`src/hw/rtl/lzd_pkg.sv`:
```
// ============================================================================
// lzd_pkg: shared types and constants for the bit-packed LZ77 decoder
// Window geometry, field widths, queue command format and helper functions.
// ============================================================================
package lzd_pkg;

    // Window and field geometry.
    localparam int WINDOW_BITS     = 12;
    localparam int LENGTH_BITS_MAX = 4;
    localparam int LITERAL_BITS    = 8;
    localparam int WINDOW_SIZE     = 1 << WINDOW_BITS;

    // Bits waiting in the accumulator never exceed one full tuple plus seven.
    localparam int ACC_W  = WINDOW_BITS + LENGTH_BITS_MAX + LITERAL_BITS + 7;
    localparam int HELD_W = $clog2(ACC_W + 1);

    // Clamped field widths as used by the front end.
    localparam int DW_W = $clog2(WINDOW_BITS + 1);
    localparam int LW_W = $clog2(LENGTH_BITS_MAX + 1);

    // Configuration register widths and indexes.
    localparam int CFG_DIST_W = 4;
    localparam int CFG_LEN_W  = 3;
    localparam int CFG_DATA_W = 4;
    localparam int CFG_IDX_W  = 1;
    localparam logic [CFG_IDX_W-1:0] CFG_DIST_BITS   = 1'd0;
    localparam logic [CFG_IDX_W-1:0] CFG_LENGTH_BITS = 1'd1;
    localparam logic [CFG_DIST_W-1:0] CFG_DIST_RESET = 4'd12;
    localparam logic [CFG_LEN_W-1:0]  CFG_LEN_RESET  = 3'd4;

    // Command queue between front and back.
    localparam int FIFO_DEPTH = 2;
    localparam int FIFO_PTR_W = $clog2(FIFO_DEPTH);
    localparam int FIFO_CNT_W = $clog2(FIFO_DEPTH + 1);

    // Clamped widths handed to the front end.
    typedef struct packed {
        logic [DW_W-1:0] dist_w;
        logic [LW_W-1:0] len_w;
    } t_cfg;

    // One decoded tuple, or an end-of-stream marker with no tuple.
    typedef struct packed {
        logic                       has_tuple;
        logic                       eoi;
        logic [WINDOW_BITS-1:0]     distance;
        logic [LENGTH_BITS_MAX-1:0] len;
        logic [LITERAL_BITS-1:0]    lit;
    } t_cmd;

    typedef enum logic [1:0] {
        S_IDLE,
        S_COPY,
        S_LIT
    } t_back_state;

    // Mirror a byte so that its first-read bit (the MSB) lands at bit 0.
    function automatic logic [7:0] reverse8(input logic [7:0] b);
        logic [7:0] r;
        for (int i = 0; i < 8; i++) begin
            r[i] = b[7-i];
        end
        return r;
    endfunction

    // A zero width is taken as one, anything above the maximum as the maximum.
    function automatic logic [DW_W-1:0] clamp_dist(input logic [CFG_DIST_W-1:0] v);
        logic [DW_W-1:0] r;
        if (v == '0) begin
            r = DW_W'(1);
        end else if (int'(v) > WINDOW_BITS) begin
            r = DW_W'(WINDOW_BITS);
        end else begin
            r = DW_W'(v);
        end
        return r;
    endfunction

    function automatic logic [LW_W-1:0] clamp_len(input logic [CFG_LEN_W-1:0] v);
        logic [LW_W-1:0] r;
        if (v == '0) begin
            r = LW_W'(1);
        end else if (int'(v) > LENGTH_BITS_MAX) begin
            r = LW_W'(LENGTH_BITS_MAX);
        end else begin
            r = LW_W'(v);
        end
        return r;
    endfunction

endpackage

```
`src/hw/rtl/lzd_fifo.sv`:
```
// ============================================================================
// lzd_fifo: command queue
// Short queue of decoded tuples between the bit unpacker and the copy engine.
// ============================================================================
module lzd_fifo (
    input  logic          i_clk,
    input  logic          i_rst_n,
    input  logic          i_push,
    input  lzd_pkg::t_cmd i_cmd,
    input  logic          i_pop,
    output lzd_pkg::t_cmd o_cmd,
    output logic          o_full,
    output logic          o_empty
);

    lzd_pkg::t_cmd                     r_mem [lzd_pkg::FIFO_DEPTH];
    logic [lzd_pkg::FIFO_PTR_W-1:0]    r_wptr;
    logic [lzd_pkg::FIFO_PTR_W-1:0]    r_rptr;
    logic [lzd_pkg::FIFO_CNT_W-1:0]    r_count;

    assign o_full  = (r_count == lzd_pkg::FIFO_CNT_W'(lzd_pkg::FIFO_DEPTH));
    assign o_empty = (r_count == '0);
    assign o_cmd   = r_mem[r_rptr];

    // Entry storage.
    always_ff @(posedge i_clk) begin
        if (i_push) begin
            r_mem[r_wptr] <= i_cmd;
        end
    end

    // Pointers and fill count.
    always_ff @(posedge i_clk) begin
        if (!i_rst_n) begin
            r_wptr  <= '0;
            r_rptr  <= '0;
            r_count <= '0;
        end else begin
            if (i_push) begin
                r_wptr <= (int'(r_wptr) == lzd_pkg::FIFO_DEPTH - 1) ?
                          '0 : r_wptr + 1'b1;
            end
            if (i_pop) begin
                r_rptr <= (int'(r_rptr) == lzd_pkg::FIFO_DEPTH - 1) ?
                          '0 : r_rptr + 1'b1;
            end
            if (i_push && !i_pop) begin
                r_count <= r_count + 1'b1;
            end else if (!i_push && i_pop) begin
                r_count <= r_count - 1'b1;
            end
        end
    end

endmodule

```
`config.mk`:
```
export PLATFORM = sky130hd
export DESIGN_NAME = lzd_fifo
export DESIGN_NICKNAME = d
export VERILOG_FILES = /design/src/hw/rtl/lzd_pkg.sv /design/src/hw/rtl/lzd_fifo.sv
export SDC_FILE = /design/constraint.sdc
export NUM_CORES = 1
export LEC_CHECK = 0
export BUFFER_PORTS_ARGS = -buffer_cell sky130_fd_sc_hd__buf_2
export CAP_MARGIN = 10
export CORE_ASPECT_RATIO = 1.4
export CORE_MARGIN = 3
export CORE_UTILIZATION = 53
export CTS_BUF_LIST = sky130_fd_sc_hd__clkbuf_8
export DETAILED_ROUTE_END_ITERATION = 16
export PLACE_DENSITY = 0.81
export SYNTH_ARGS = -nofsm -noshare
export SYNTH_HDL_FRONTEND = slang
export SYNTH_SLANG_ARGS = --single-unit
```
`constraint.sdc`:
```
create_clock -name i_clk -period 2.9 [get_ports i_clk]
set_input_delay 0.87 -clock i_clk [delete_from_list [all_inputs] [get_ports i_clk]]
set_output_delay 0.87 -clock i_clk [all_outputs]
set_load 0.01 [all_outputs]
```
Word-level counts from Yosys, hierarchy flattened --
Memory sizes are Yosys's and may differ from the RTL's. A register that Yosys moved wholly into a read port is not among the register bits. Index checks and enable logic that the tools add are counted.
Operators by class: $add $sub $neg 4, equality and inequality tests 1, multiplexer cells 8, reductions and logical operators 6
Operators with widths (count):
- 1-bit 2-to-1 mux | 6
- 2-bit 2-to-1 mux | 2
- 1-bit adder, second input constant | 2
- 2-bit by 1-bit adder with 2-bit output, second input constant | 1
- 2-bit equality test, second input constant | 1
- 1-bit logical AND | 2
- 1-bit logical NOT | 2
- 2-bit logical NOT | 1
- 2-bit nonzero test | 1
- 2-bit by 1-bit subtractor with 2-bit output, second input constant | 1
Word-level totals: bits in registers 4, bits in writable memories 52, bits of input ports 30, output and inout bits 28, memories 1
Memories:
- r_mem | words 2, width 26, read ports 1, clocked after memory_dff 1, wr ports 1, line lzd_fifo.sv:16 | lzd_pkg::t_cmd r_mem [lzd_pkg::FIFO_DEPTH];

Logic depth before layout (Yosys ltp) --
word-level depth 4, depth in mapped cells 5

Worst setup path after synthesis --
OpenSTA, ideal clock, no wires.
path type input port to flip-flop, start in i_push, end mem r_mem[0][0] (netlist name), enable pin, library setup time 413 ps, data arrival time 2092 ps, required time 2487 ps, path slack 394 ps, stages 1, path buffers 0, path through nor2b_1
On the way: longest elaborated chain between the ends 2
RTL lines:
- from (decl) | line lzd_fifo.sv:8 | input logic i_push,
- 1-bit 2-to-1 mux | line lzd_fifo.sv:27 | if (i_push) begin
- 1-bit 2-to-1 mux (implied by the code) | line lzd_fifo.sv:28 | r_mem[r_wptr] <= i_cmd;
- to (decl) | line lzd_fifo.sv:16
No other way between the ends.

==> results.sh <==
export IMPL_post_cts_buffers=0
export IMPL_startpoint_type="register"
export IMPL_synth_cell_types=17
export IMPL_rsz0062_at_grt="false"
export IMPL_yosys_warnings=0
export IMPL_cts_root_buf="clkbuf_8"
export IMPL_clock_latency_ps=330
export IMPL_reg2reg_from="r_wptr"
export IMPL_regArea_sq_um=1662
export IMPL_port_buffers=57
export IMPL_grt_max_degree=18
export IMPL_dp_hpwl_mm=2.563
export IMPL_fin_ws_ps=629.0
export IMPL_grt_total_usage_pct=16.42
export IMPL_dr_pass1_iters=4
export IMPL_ys_seq_elements=57
export IMPL_postRouteAntennaNets=0
export IMPL_h_tree_depth=3
export IMPL_drc=0
export IMPL_cp_end_kind="output pin"
export IMPL_finalSetupTns_ps=0
export IMPL_drt_wirelength_per_cell_um=16.38
export IMPL_setup_violations=0
export IMPL_synth_avg_cell_area_sq_um=20.32
export IMPL_area_growth_pct=24.57
export IMPL_num_vias=1129
export IMPL_final_max_slew_viol_count=0
export IMPL_cts_sink_count=57
export IMPL_fin_crit_sh_pct=78.31
export IMPL_die_area_sq_um=4750
export IMPL_hold_class="reg2reg"
export IMPL_pre_cts_ws_ps=807.2
export IMPL_fin_crit_ps=2271
export IMPL_cp_arrival_ps=1400
export IMPL_coreArea_sq_um=3709
export IMPL_fin_nets=203
export IMPL_first_iter_violations=14
export IMPL_slew_headroom_pct=58.60
export IMPL_status="finished, final reports clean"
export IMPL_overflow=0
export IMPL_synth_nets=134
export IMPL_fin_skew_ps=7.002
export IMPL_path_depth=3
export IMPL_cp_max_fo=16
export IMPL_worst_path_max_delay_cell="mux2_2"
export IMPL_cap_viol_max_count=0
export IMPL_p_leak_nw=1.035
export IMPL_min_from="r_count[1]"
export IMPL_fillers=249
export IMPL_slowest_delay_ps=370
export IMPL_grt_pass1_vias=1167
export IMPL_netlist_area_sq_um=2093
export IMPL_power_w=0.001720
export IMPL_antenna_found_initial=0
export IMPL_path_buf_inv=2
export IMPL_cts_buffers=9
export IMPL_pwr_density_cell_nw_per_um2=659.6
export IMPL_postCtsHoldBufs=0
export IMPL_ys_seq_area_share_pct=79.38
export IMPL_hold_slack_ps=553.9
export IMPL_final_common_cell="buf_2"
export IMPL_rr_worst_depth=2
export IMPL_clkTransAtPathRegs_ps=50
export IMPL_drive_above_1_share_pct=55.93
export IMPL_fp_dieH_um=80.36
export IMPL_gp_congestion=0.7591
export IMPL_multi_input_area_sq_um=410.4
export IMPL_die_w_um=59.12
export IMPL_initial_core_util_pct=56.44
export IMPL_layout_common_cells="buf_2 (57), edfxtp_1 (52), mux2_2 (26)"
export IMPL_whs_path_depth=2
export IMPL_totalWireLength_mm=3.588
export IMPL_vdd_drop_max_mv=0.4991
export IMPL_critPathKind="reg2out"
export IMPL_grt_pass1_wl_mm=5.347
export IMPL_path_delay_family="buffers and inverters"
export IMPL_post_cts_resize_count=0
export IMPL_vias_per_cell=5.155
export IMPL_final_hold_viol_count=0
export IMPL_antennaDiodeCount=0
export IMPL_worst_pin_slew_ps=618.3
export IMPL_io_pins=58
export IMPL_postSynthCellCount=103
export IMPL_crit_chain="buf_4 -> mux2_2 -> buf_2"
export IMPL_cts_tree="yes"
export IMPL_fmax_mhz=440.3
export IMPL_std_cell_rows=26
export IMPL_worstPathRequired_ps=2030
export IMPL_cts_buffer_depth=2
==> worst min-delay path, stage by stage, from the launching register on <==
cell      delay, ps
dfxtp_1         330
o21ai_0         100
a21boi_1         80
==> kinds of logic after synthesis <==
group                      after synthesis  share of synthesized area [%]
muxes                                   26                          13.99
and+or+nand+nor                          9                          2.690
DFF                                     57                          79.38
adders and majority gates                1                         0.5976
AOI/OAI and AO/OA                        3                         0.9564
buffers and inverters                    4                          1.135
xor gates and xnor gates                 3                          1.255
==> final timing paths <==
kind                  end  slack [ps]
max              o_cmd[1]         630
min            r_count[1]         550
max reg2reg  r_mem[1][12]        1430
min reg2reg    r_count[1]         550
==> sequential cells by signal, indices dropped and copies added (netlist names), named ones only <==
name and flops:
r_count 2, r_mem 52, r_rptr 1, r_wptr 1
==> power by group <==
group	leakage [nW]	switching, W	total (W)	internal [W]
Clock	0.101	0.000269	0.000558	0.000289
Sequential	0.530	0.0000152	0.000963	0.000947
Combinational	0.405	0.0000984	0.000199	0.000101
Total	1.04	0.000383	0.00172	0.00134
==> cells in the mapped netlist, drive strengths merged <==
cell / instances / area share [%]
and2b: 1 / 0.42
or3: 1 / 0.30
xnor2: 1 / 0.42
buf: 3 / 0.96
mux2: 26 / 14
o21ai: 1 / 0.24
edfxtp: 52 / 75
and2: 4 / 1.2
a21boi: 1 / 0.36
nor2b: 2 / 0.60
ha: 1 / 0.60
inv: 1 / 0.18
dfxtp: 5 / 4.8
xor2: 2 / 0.84
nor2: 1 / 0.18
o21a: 1 / 0.36
==> layout make-up <==
type	instances	share of cell area [%]
multi-input combinational	42	15.74
sequential	57	63.72
inverter	1	0.1440
tap	42	2.015
timing repair buffer	61	12.57
clock buffer	9	4.750
clock inverter	7	1.056
==> stage by stage <==
| step | instance area (sq um) | util [%] | instances |
|---|---|---|---|
| 4_1_cts | 2608 | 70.31 | 219 |
| 6_report | 2608 | 70.31 | 219 |
| 5_1_grt | 2608 | 70.31 | 219 |
| 3_5_place_dp | 2456 | 66.23 | 203 |
| 3_3_place_gp | 2456 | 66.23 | 203 |
| 2_1_floorplan | 2093 | - | 103 |
==> per-layer routing <==
metal  vias to the layer above  wire, um  GRT usage (%)
met1                       543      1401          16.72
met5                         -         0              0
met3                         6       217          7.556
li1                        539         -              -
met2                        41      1882          27.32
met4                         0        87          8.844
No activity file was read; power rests on OpenSTA's default activity.
