<file path="config.mk">
export PLATFORM = sky130hd
export DESIGN_NAME = lzd_front_flat
export DESIGN_NICKNAME = d
export VERILOG_FILES = /design/src/hw/rtl/lzd_pkg.sv /design/src/hw/rtl/lzd_in_if.sv /design/src/hw/rtl/lzd_front.sv /design/src/flat_wrapper.sv
export SDC_FILE = /design/constraint.sdc
export NUM_CORES = 1
export LEC_CHECK = 0
export ABC_AREA = 1
export BUFFER_PORTS_ARGS = -buffer_cell sky130_fd_sc_hd__buf_4
export CAP_MARGIN = 10
export CORE_MARGIN = 1.5
export CORE_UTILIZATION = 45
export DETAILED_ROUTE_END_ITERATION = 8
export PLACE_DENSITY_LB_ADDON = 0.3
export SYNTH_ARGS = -nofsm -noshare
export SYNTH_HDL_FRONTEND = slang
export SYNTH_SLANG_ARGS = --single-unit
</file>
<file path="constraint.sdc">
create_clock -name i_clk -period 4.5 [get_ports i_clk]
set_input_delay 0.675 -clock i_clk [delete_from_list [all_inputs] [get_ports i_clk]]
set_output_delay 0.675 -clock i_clk [all_outputs]
set_load 0.05 [all_outputs]
</file>
<file path="src/hw/rtl/lzd_pkg.sv">
// ============================================================================
// lzd_pkg: shared types and constants for the bit-packed LZ77 decoder
// Window geometry, field widths, queue command format and helper functions.
// ============================================================================
package lzd_pkg;

    // Window and field geometry.
    localparam int WINDOW_BITS     = 12;
    localparam int LENGTH_BITS_MAX = 4;
    localparam int LITERAL_BITS    = 8;
    localparam int WINDOW_SIZE     = 1 << WINDOW_BITS;

    // Bits waiting in the accumulator never exceed one full tuple plus seven.
    localparam int ACC_W  = WINDOW_BITS + LENGTH_BITS_MAX + LITERAL_BITS + 7;
    localparam int HELD_W = $clog2(ACC_W + 1);

    // Clamped field widths as used by the front end.
    localparam int DW_W = $clog2(WINDOW_BITS + 1);
    localparam int LW_W = $clog2(LENGTH_BITS_MAX + 1);

    // Configuration register widths and indexes.
    localparam int CFG_DIST_W = 4;
    localparam int CFG_LEN_W  = 3;
    localparam int CFG_DATA_W = 4;
    localparam int CFG_IDX_W  = 1;
    localparam logic [CFG_IDX_W-1:0] CFG_DIST_BITS   = 1'd0;
    localparam logic [CFG_IDX_W-1:0] CFG_LENGTH_BITS = 1'd1;
    localparam logic [CFG_DIST_W-1:0] CFG_DIST_RESET = 4'd12;
    localparam logic [CFG_LEN_W-1:0]  CFG_LEN_RESET  = 3'd4;

    // Command queue between front and back.
    localparam int FIFO_DEPTH = 2;
    localparam int FIFO_PTR_W = $clog2(FIFO_DEPTH);
    localparam int FIFO_CNT_W = $clog2(FIFO_DEPTH + 1);

    // Clamped widths handed to the front end.
    typedef struct packed {
        logic [DW_W-1:0] dist_w;
        logic [LW_W-1:0] len_w;
    } t_cfg;

    // One decoded tuple, or an end-of-stream marker with no tuple.
    typedef struct packed {
        logic                       has_tuple;
        logic                       eoi;
        logic [WINDOW_BITS-1:0]     distance;
        logic [LENGTH_BITS_MAX-1:0] len;
        logic [LITERAL_BITS-1:0]    lit;
    } t_cmd;

    typedef enum logic [1:0] {
        S_IDLE,
        S_COPY,
        S_LIT
    } t_back_state;

    // Mirror a byte so that its first-read bit (the MSB) lands at bit 0.
    function automatic logic [7:0] reverse8(input logic [7:0] b);
        logic [7:0] r;
        for (int i = 0; i < 8; i++) begin
            r[i] = b[7-i];
        end
        return r;
    endfunction

    // A zero width is taken as one, anything above the maximum as the maximum.
    function automatic logic [DW_W-1:0] clamp_dist(input logic [CFG_DIST_W-1:0] v);
        logic [DW_W-1:0] r;
        if (v == '0) begin
            r = DW_W'(1);
        end else if (int'(v) > WINDOW_BITS) begin
            r = DW_W'(WINDOW_BITS);
        end else begin
            r = DW_W'(v);
        end
        return r;
    endfunction

    function automatic logic [LW_W-1:0] clamp_len(input logic [CFG_LEN_W-1:0] v);
        logic [LW_W-1:0] r;
        if (v == '0) begin
            r = LW_W'(1);
        end else if (int'(v) > LENGTH_BITS_MAX) begin
            r = LW_W'(LENGTH_BITS_MAX);
        end else begin
            r = LW_W'(v);
        end
        return r;
    endfunction

endpackage

</file>
<file path="src/hw/rtl/lzd_in_if.sv">
// ============================================================================
// lzd_in_if: compressed byte channel
// Valid/ready channel carrying one compressed byte and its end marker.
// ============================================================================
interface lzd_in_if;
    logic       valid;
    logic       ready;
    logic [7:0] in_byte;
    logic       end_of_input;

    modport source (output valid, output in_byte, output end_of_input, input ready);
    modport sink   (input valid, input in_byte, input end_of_input, output ready);
endinterface

</file>
<file path="src/hw/rtl/lzd_front.sv">
// ============================================================================
// lzd_front: bit unpacker
// Gathers compressed bits into distance, length and literal fields and
// queues one command per finished tuple or per end of stream.
// ============================================================================
module lzd_front (
    input  logic          i_clk,
    input  logic          i_rst_n,
    input  lzd_pkg::t_cfg i_cfg,
    lzd_in_if.sink        i_in,
    input  logic          i_full,
    output logic          o_push,
    output lzd_pkg::t_cmd o_cmd
);

    localparam int AW = lzd_pkg::ACC_W;
    localparam int HW = lzd_pkg::HELD_W;

    logic [AW-1:0] r_acc;
    logic [HW-1:0] r_held;
    logic [AW-1:0] n_acc;
    logic [HW-1:0] n_held;

    logic          accept;
    logic [AW-1:0] acc_new;
    logic [HW-1:0] held_new;
    logic [HW-1:0] need;
    logic          complete;
    logic [AW-1:0] dist_full;
    logic [AW-1:0] sh1;
    logic [AW-1:0] len_full;
    logic [AW-1:0] sh2;
    logic [AW-1:0] residual;

    // A request is taken whenever the queue has room for a possible command.
    assign i_in.ready = !i_full;
    assign accept     = i_in.valid && !i_full;

    // Append the mirrored byte above the bits already held.
    always_comb begin
        acc_new  = r_acc | ({{(AW-8){1'b0}}, lzd_pkg::reverse8(i_in.in_byte)} << r_held);
        held_new = r_held + HW'(8);
        need     = HW'(i_cfg.dist_w) + HW'(i_cfg.len_w) + HW'(lzd_pkg::LITERAL_BITS);
        complete = (held_new >= need);
    end

    // Split the tuple: distance first, then length, then literal.
    always_comb begin
        dist_full = acc_new & ~({AW{1'b1}} << i_cfg.dist_w);
        sh1       = acc_new >> i_cfg.dist_w;
        len_full  = sh1 & ~({AW{1'b1}} << i_cfg.len_w);
        sh2       = sh1 >> i_cfg.len_w;
        residual  = sh2 >> lzd_pkg::LITERAL_BITS;

        o_cmd.has_tuple = complete;
        o_cmd.eoi       = i_in.end_of_input;
        o_cmd.distance  = dist_full[lzd_pkg::WINDOW_BITS-1:0];
        o_cmd.len       = len_full[lzd_pkg::LENGTH_BITS_MAX-1:0];
        o_cmd.lit       = sh2[lzd_pkg::LITERAL_BITS-1:0];

        o_push = accept && (complete || i_in.end_of_input);
    end

    // Next accumulator contents; an end of stream drops any partial tuple.
    always_comb begin
        n_acc  = r_acc;
        n_held = r_held;
        if (accept) begin
            if (i_in.end_of_input) begin
                n_acc  = '0;
                n_held = '0;
            end else if (complete) begin
                n_acc  = residual;
                n_held = held_new - need;
            end else begin
                n_acc  = acc_new;
                n_held = held_new;
            end
        end
    end

    always_ff @(posedge i_clk) begin
        if (!i_rst_n) begin
            r_acc  <= '0;
            r_held <= '0;
        end else begin
            r_acc  <= n_acc;
            r_held <= n_held;
        end
    end

endmodule

</file>
<file path="src/flat_wrapper.sv">
// flat-port wrapper written by rule: the top's interface ports become plain ports
module lzd_front_flat 
  (i_clk, i_rst_n, i_cfg, i_full, o_push, o_cmd, i_in_valid, i_in_in_byte, i_in_end_of_input, i_in_ready);
  lzd_in_if i_in_i ();
  input  logic i_clk;
  input  logic i_rst_n;
  input  lzd_pkg::t_cfg i_cfg;
  input  logic i_full;
  output logic o_push;
  output lzd_pkg::t_cmd o_cmd;
  input wire logic [$bits(i_in_i.valid)-1:0] i_in_valid;
  input wire logic [$bits(i_in_i.in_byte)-1:0] i_in_in_byte;
  input wire logic [$bits(i_in_i.end_of_input)-1:0] i_in_end_of_input;
  output wire logic [$bits(i_in_i.ready)-1:0] i_in_ready;
  assign i_in_i.valid = i_in_valid;
  assign i_in_i.in_byte = i_in_in_byte;
  assign i_in_i.end_of_input = i_in_end_of_input;
  assign i_in_ready = i_in_i.ready;
  lzd_front u_core (.i_clk(i_clk), .i_rst_n(i_rst_n), .i_cfg(i_cfg), .i_in(i_in_i), .i_full(i_full), .o_push(o_push), .o_cmd(o_cmd));
endmodule
</file>
# Word-level counts from Yosys, hierarchy flattened
# Cells that the tools add are included.
# Widths: inputs -> output; s select.
dict set report word_totals {
  regBits 36
  inputBits 20
  elab_cells 25
}
dict set report op_classes {
  muxes 4
  n_shift 5
  n_bitwise 5
  reduce_logical 4
  magnitude_cmp 1
  n_addsub 4
}
# cell n
set op_table {}
lappend op_table {{$mux 31} 2}
lappend op_table {{$or 31x31->31} 1}
lappend op_table {{$shl 31x3->4 const A} 1}
lappend op_table {{$shl 31x4->12 const A} 1}
lappend op_table {{$shl 8x5->31} 1}
lappend op_table {{$shr 31x3->31} 1}
lappend op_table {{$shr 31x4->31} 1}
lappend op_table {{$and 12x12->12} 1}
lappend op_table {{$not 12->12} 1}
lappend op_table {{$add 5x4->5 const B} 2}
lappend op_table {{$mux 5} 2}
lappend op_table {{$add 4x3->5} 1}
lappend op_table {{$ge 5x5->1} 1}
lappend op_table {{$sub 5x5->5} 1}
lappend op_table {{$and 4x4->4} 1}
lappend op_table {{$not 4->4} 1}
lappend op_table {{$logic_and 1x1->1} 2}
lappend op_table {{$logic_not 1->1} 1}
lappend op_table {{$logic_or 1x1->1} 1}

# Logic depth before layout (Yosys ltp)
dict set report depth {
  ltp_word 6
  depth_mapped 20
  depth_no_buf 19
}

# Worst setup path after synthesis
# OpenSTA, ideal clock, no wires.
dict set report synth_path {
  path_type {input port to output port}
  startpoint {input port i_cfg[4] in the netlist's numbering}
  endpoint {output port o_push}
  arrival_time_ps 3065
  slack_ps 760
  cell_stages 11
  cell_sequence {clkinv_1 > buf_2 > fa_1 > xor2_1 > ha_1 > a21oi_1 > nor2_1 > a211oi_1 > nand3_1 > o21ai_0 > inv_1}
}
dict set report synth_between {
  elab_chain_cells 5
}
# element line_no
set synth_rtl {}
lappend synth_rtl {{start, declared} flat_wrapper.sv:7} ;# input lzd_pkg::t_cfg i_cfg;
lappend synth_rtl {{$add 4x3->5} lzd_front.sv:43} ;# need = HW'(i_cfg.dist_w) + HW'(i_cfg.len_w) + HW'(lzd_pkg::LITERAL_BITS);
lappend synth_rtl {{$add 5x4->5} lzd_front.sv:43}
lappend synth_rtl {{$ge 5x5->1} lzd_front.sv:44} ;# complete = (held_new >= need);
lappend synth_rtl {{$logic_or 1x1->1} lzd_front.sv:61} ;# o_push = accept && (complete || i_in.end_of_input);
lappend synth_rtl {{$logic_and 1x1->1} lzd_front.sv:61}
lappend synth_rtl {{end, declared} flat_wrapper.sv:9} ;# output logic o_push;
# No other way between the ends.

==> results.py <==
metrics = {
    "worst_setup_path": {
        "criticalPathCategory": "reg2out",
        "start_kind": "register",
        "crit_chain": "inv_2, nand3_1, nand2_1, o21ai_2, nand3_1, nand2_1, inv_1, nand2_1, o21ai_0, nand2_1, nand3_1, nand2_1, inv_1, nand3_1, nand2_1, nand2_1, nand3_1, o211ai_1, buf_4",
        "crit_required_ns": 3.83,
        "worst_ep_arrival_time_ns": 3.33,
        "critPathCaptureType": "output pin",
        "crit_fanout": 15,
        "critPathMaxStageDelay_ns": 0.69,
        "crit_path_frequent_cell": "nand2_1",
        "critPathTopFamily": "simple AND/OR/NAND/NOR gates",
        "crit_path_top_delay_cell": "dfxtp_1",
        "path_buf_inv": 4,
    },
    "timing": {
        "min_period_over_period_pct": 89.05,
        "relSlewSlack_pct": 34.63,
        "worst_slew_pin_slew_ns": 0.9795,
        "setup_violations": 0,
        "drv_slew": 0,
        "timing.fmax_ghz": 0.2495,
        "hold_violations": 0,
        "fin_hold_ws_ns": 0.4624,
        "rsz0062_at_grt": "no",
        "layout_min_cycle_time_ns": 4.007,
        "clock_skew_ns": 0.01304,
        "tns_ns": 0,
    },
    "power_and_ir_drop": {
        "p_sw_uw": 708.3,
        "p_comb_share_pct": 53.2,
        "netSwitchingFraction_pct": 48.03,
        "power_frac_clock_pct": 23.8,
        "power_density_mw_per_mm2": 260.9,
        "seqPwrFrac_pct": 22.9,
        "cellInternalPower_uw": 766.4,
        "ir_worst_vdd_mv": 0.1268,
        "power_mw": 1.475,
        "leakage_nw": 2.528,
    },
    "global_route": {
        "grt_pass1_wl_um": 31410,
        "overflow": 0,
        "antenna_found_initial": 0,
        "grt_use_total_pct": 33.49,
        "grt_max_degree": 35,
        "grt_pass1_vias": 6027,
    },
    "synthesis": {
        "synthCells": 934,
        "synth_top_area_share_pct": 33.53,
        "synthTopCellsByArea": "nand3_1 34%, nand2_1 15%, dfxtp_1 14%",
        "syn_nets": 964,
        "yosysTopAreaCell": "nand3_1",
        "synthDistinctLibCells": 41,
        "yosys_warnings": 0,
        "ys_ff_latch": 36,
        "synth_area_mm2": 0.005135,
        "seq_area_frac_synth_pct": 14.04,
        "synth_area_per_cell_um2": 5.498,
    },
    "placement": {
        "dp.final_hpwl_um": 15130,
        "place_area_mm2": 0.005510,
        "gp_congestion": 1.024,
        "io_buffer_count": 47,
    },
    "clocking": {
        "cts_sinks": 36,
        "max-clock-path-buffers": 2,
        "clkTransAtPathRegs_ns": 0.06,
        "cts.repair.resized": 0,
        "numCtsBuffers": 5,
        "cts_root_buffer": "clkbuf_16",
        "clock_latency_ns": 0.29,
        "post_cts_buffers": 0,
        "htree_levels": 2,
        "cts_hold_buffers": 0,
        "cts_tree": "done",
    },
    "final_layout": {
        "final_cell_area_mm2": 0.005652,
        "utilization_pct": 51.46,
        "drive_gt1_share_pct": 11.32,
        "layout_common_cells": "344 x nand3_1, 202 x nand2_1, 67 x buf_4",
        "insertedDiodeCount": 0,
        "fin_nets": 974,
        "synthToLayoutAreaGrowth_pct": 10.06,
        "layout_commonest_cell": "nand3_1",
        "fillers": 1162,
    },
    "detailed_routing": {
        "drt-initial-drc-count": 1044,
        "ant_nets": 0,
        "drt_pass1_iterations": 8,
        "vias": 6850,
        "drcViolationCount": 0,
        "wl_um": 19590,
        "viasPerCell": 6.313,
        "wl_per_cell_um": 18.05,
    },
    "die": {
        "die_y_um": 109.8,
        "core_area_mm2": 0.01098,
        "rows": 38,
        "initial_utilization_pct": 46.75,
        "ios": 48,
        "die_w_um": 109.8,
        "die-area_mm2": 0.01206,
    },
    "flow_run": {
        "max-cap-violations": 0,
    },
    "outcome": {
        "outcome": "finished clean",
    },
    "min_path": {
        "holdCritPathClass": "reg2reg",
    },
}
[synth_stat cells]
master and n:
o2111ai_1 3, o21bai_1 1, o21bai_2 1, inv_2 3
o21ai_0 18, a41oi_1 1, clkinv_1 4, ha_1 8
a311oi_1 1, dfxtp_1 36, a31oi_1 3, nand3_1 344
a21oi_1 55, o21ai_1 3, nand3b_1 1, nor2_1 40
buf_2 29, nor2_2 1, clkbuf_1 24, buf_4 5
a31o_2 1, fa_1 2, nor3_1 4, o211ai_1 6
buf_6 1, nand2_1 202, xor2_1 4, nand2_2 6
nand3_2 9, inv_1 65, o311ai_2 1, a21oi_2 6
o32ai_1 1, o21ai_2 5, o21a_1 7, a211oi_1 3
inv_8 1, o22ai_1 1, a22oi_1 1, nand4_1 22
buf_1 5
[sequential cells by signal, indices dropped and copies added, names as in the netlist]
name / flops
u_core.r_acc: 31
u_core.r_held: 5
[cell families after synthesis]
| family | after synthesis | share of synthesized area, % |
|---|---|---|
| buffers and inverters | 137 | 11.38 |
| flip-flops | 36 | 14.04 |
| AO/OA/AOI/OAI | 118 | 14.13 |
| adder cells (fa/ha/maj) | 10 | 2.729 |
| AND/OR/NAND/NOR | 629 | 57.04 |
| XOR/XNOR | 4 | 0.6822 |
[power by group through the flow]
| stage | logic [mW] | registers [mW] | clock network (mW) |
|---|---|---|---|
| detailed placement | 0.763 | 0.345 | 0 |
| finish | 0.785 | 0.338 | 0.351 |
| global placement | 0.762 | 0.345 | 0 |
| global route | 0.855 | 0.339 | 0.365 |
| floorplan | 0.558 | 0.342 | 0 |
| CTS | 0.765 | 0.338 | 0.351 |
[path summary, 6_finish.rpt]
path                    startpoint  depth (start not counted)  slack (ns)                to
setup reg to reg  u_core.r_held[1]                         16        1.56  u_core.r_acc[11]
hold / removal    u_core.r_acc[18]                          2        0.46  u_core.r_acc[18]
hold reg to reg   u_core.r_acc[18]                          2        0.46  u_core.r_acc[18]
setup / recovery  u_core.r_held[1]                         19        0.49          o_cmd[2]
[metal layers]
metal	up-vias	track usage [%]	share of wire [%]	routed length [µm]
met4	0	14.29	5.1	997
met5	-	0	0	0
met3	75	6.580	12	2424
met1	3053	46.86	41	8044
li1	3269	-	-	-
met2	453	49.51	41	8122
[worst min-delay path, stage by stage (launching register included)]
cell and delay (ns):
dfxtp_1 0.30, nand2_1 0.06, a21oi_1 0.05
[cell type report]
| class | instances | area (µm²) | share of cell area [%] |
|---|---|---|---|
| well taps | 140 | 175.2 | 3.099 |
| inverters | 73 | 281.5 | 4.981 |
| flip-flops and latches | 36 | 720.7 | 12.75 |
| repair buffers | 67 | 503.0 | 8.900 |
| clock inverters | 1 | 8.758 | 0.1550 |
| multi-input cells | 761 | 3830 | 67.77 |
| clock buffers | 7 | 132.6 | 2.347 |
[per-stage QoR]
step	cells	worst slack (ns)
6_report	1085	0.4926
5_1_grt	1085	0.2141
4_1_cts	1085	0.5865
3_5_place_dp	1077	0.8191
3_3_place_gp	1077	0.8546
2_1_floorplan	934	0.7604
Note: power is estimated with default switching activity, not from simulation.
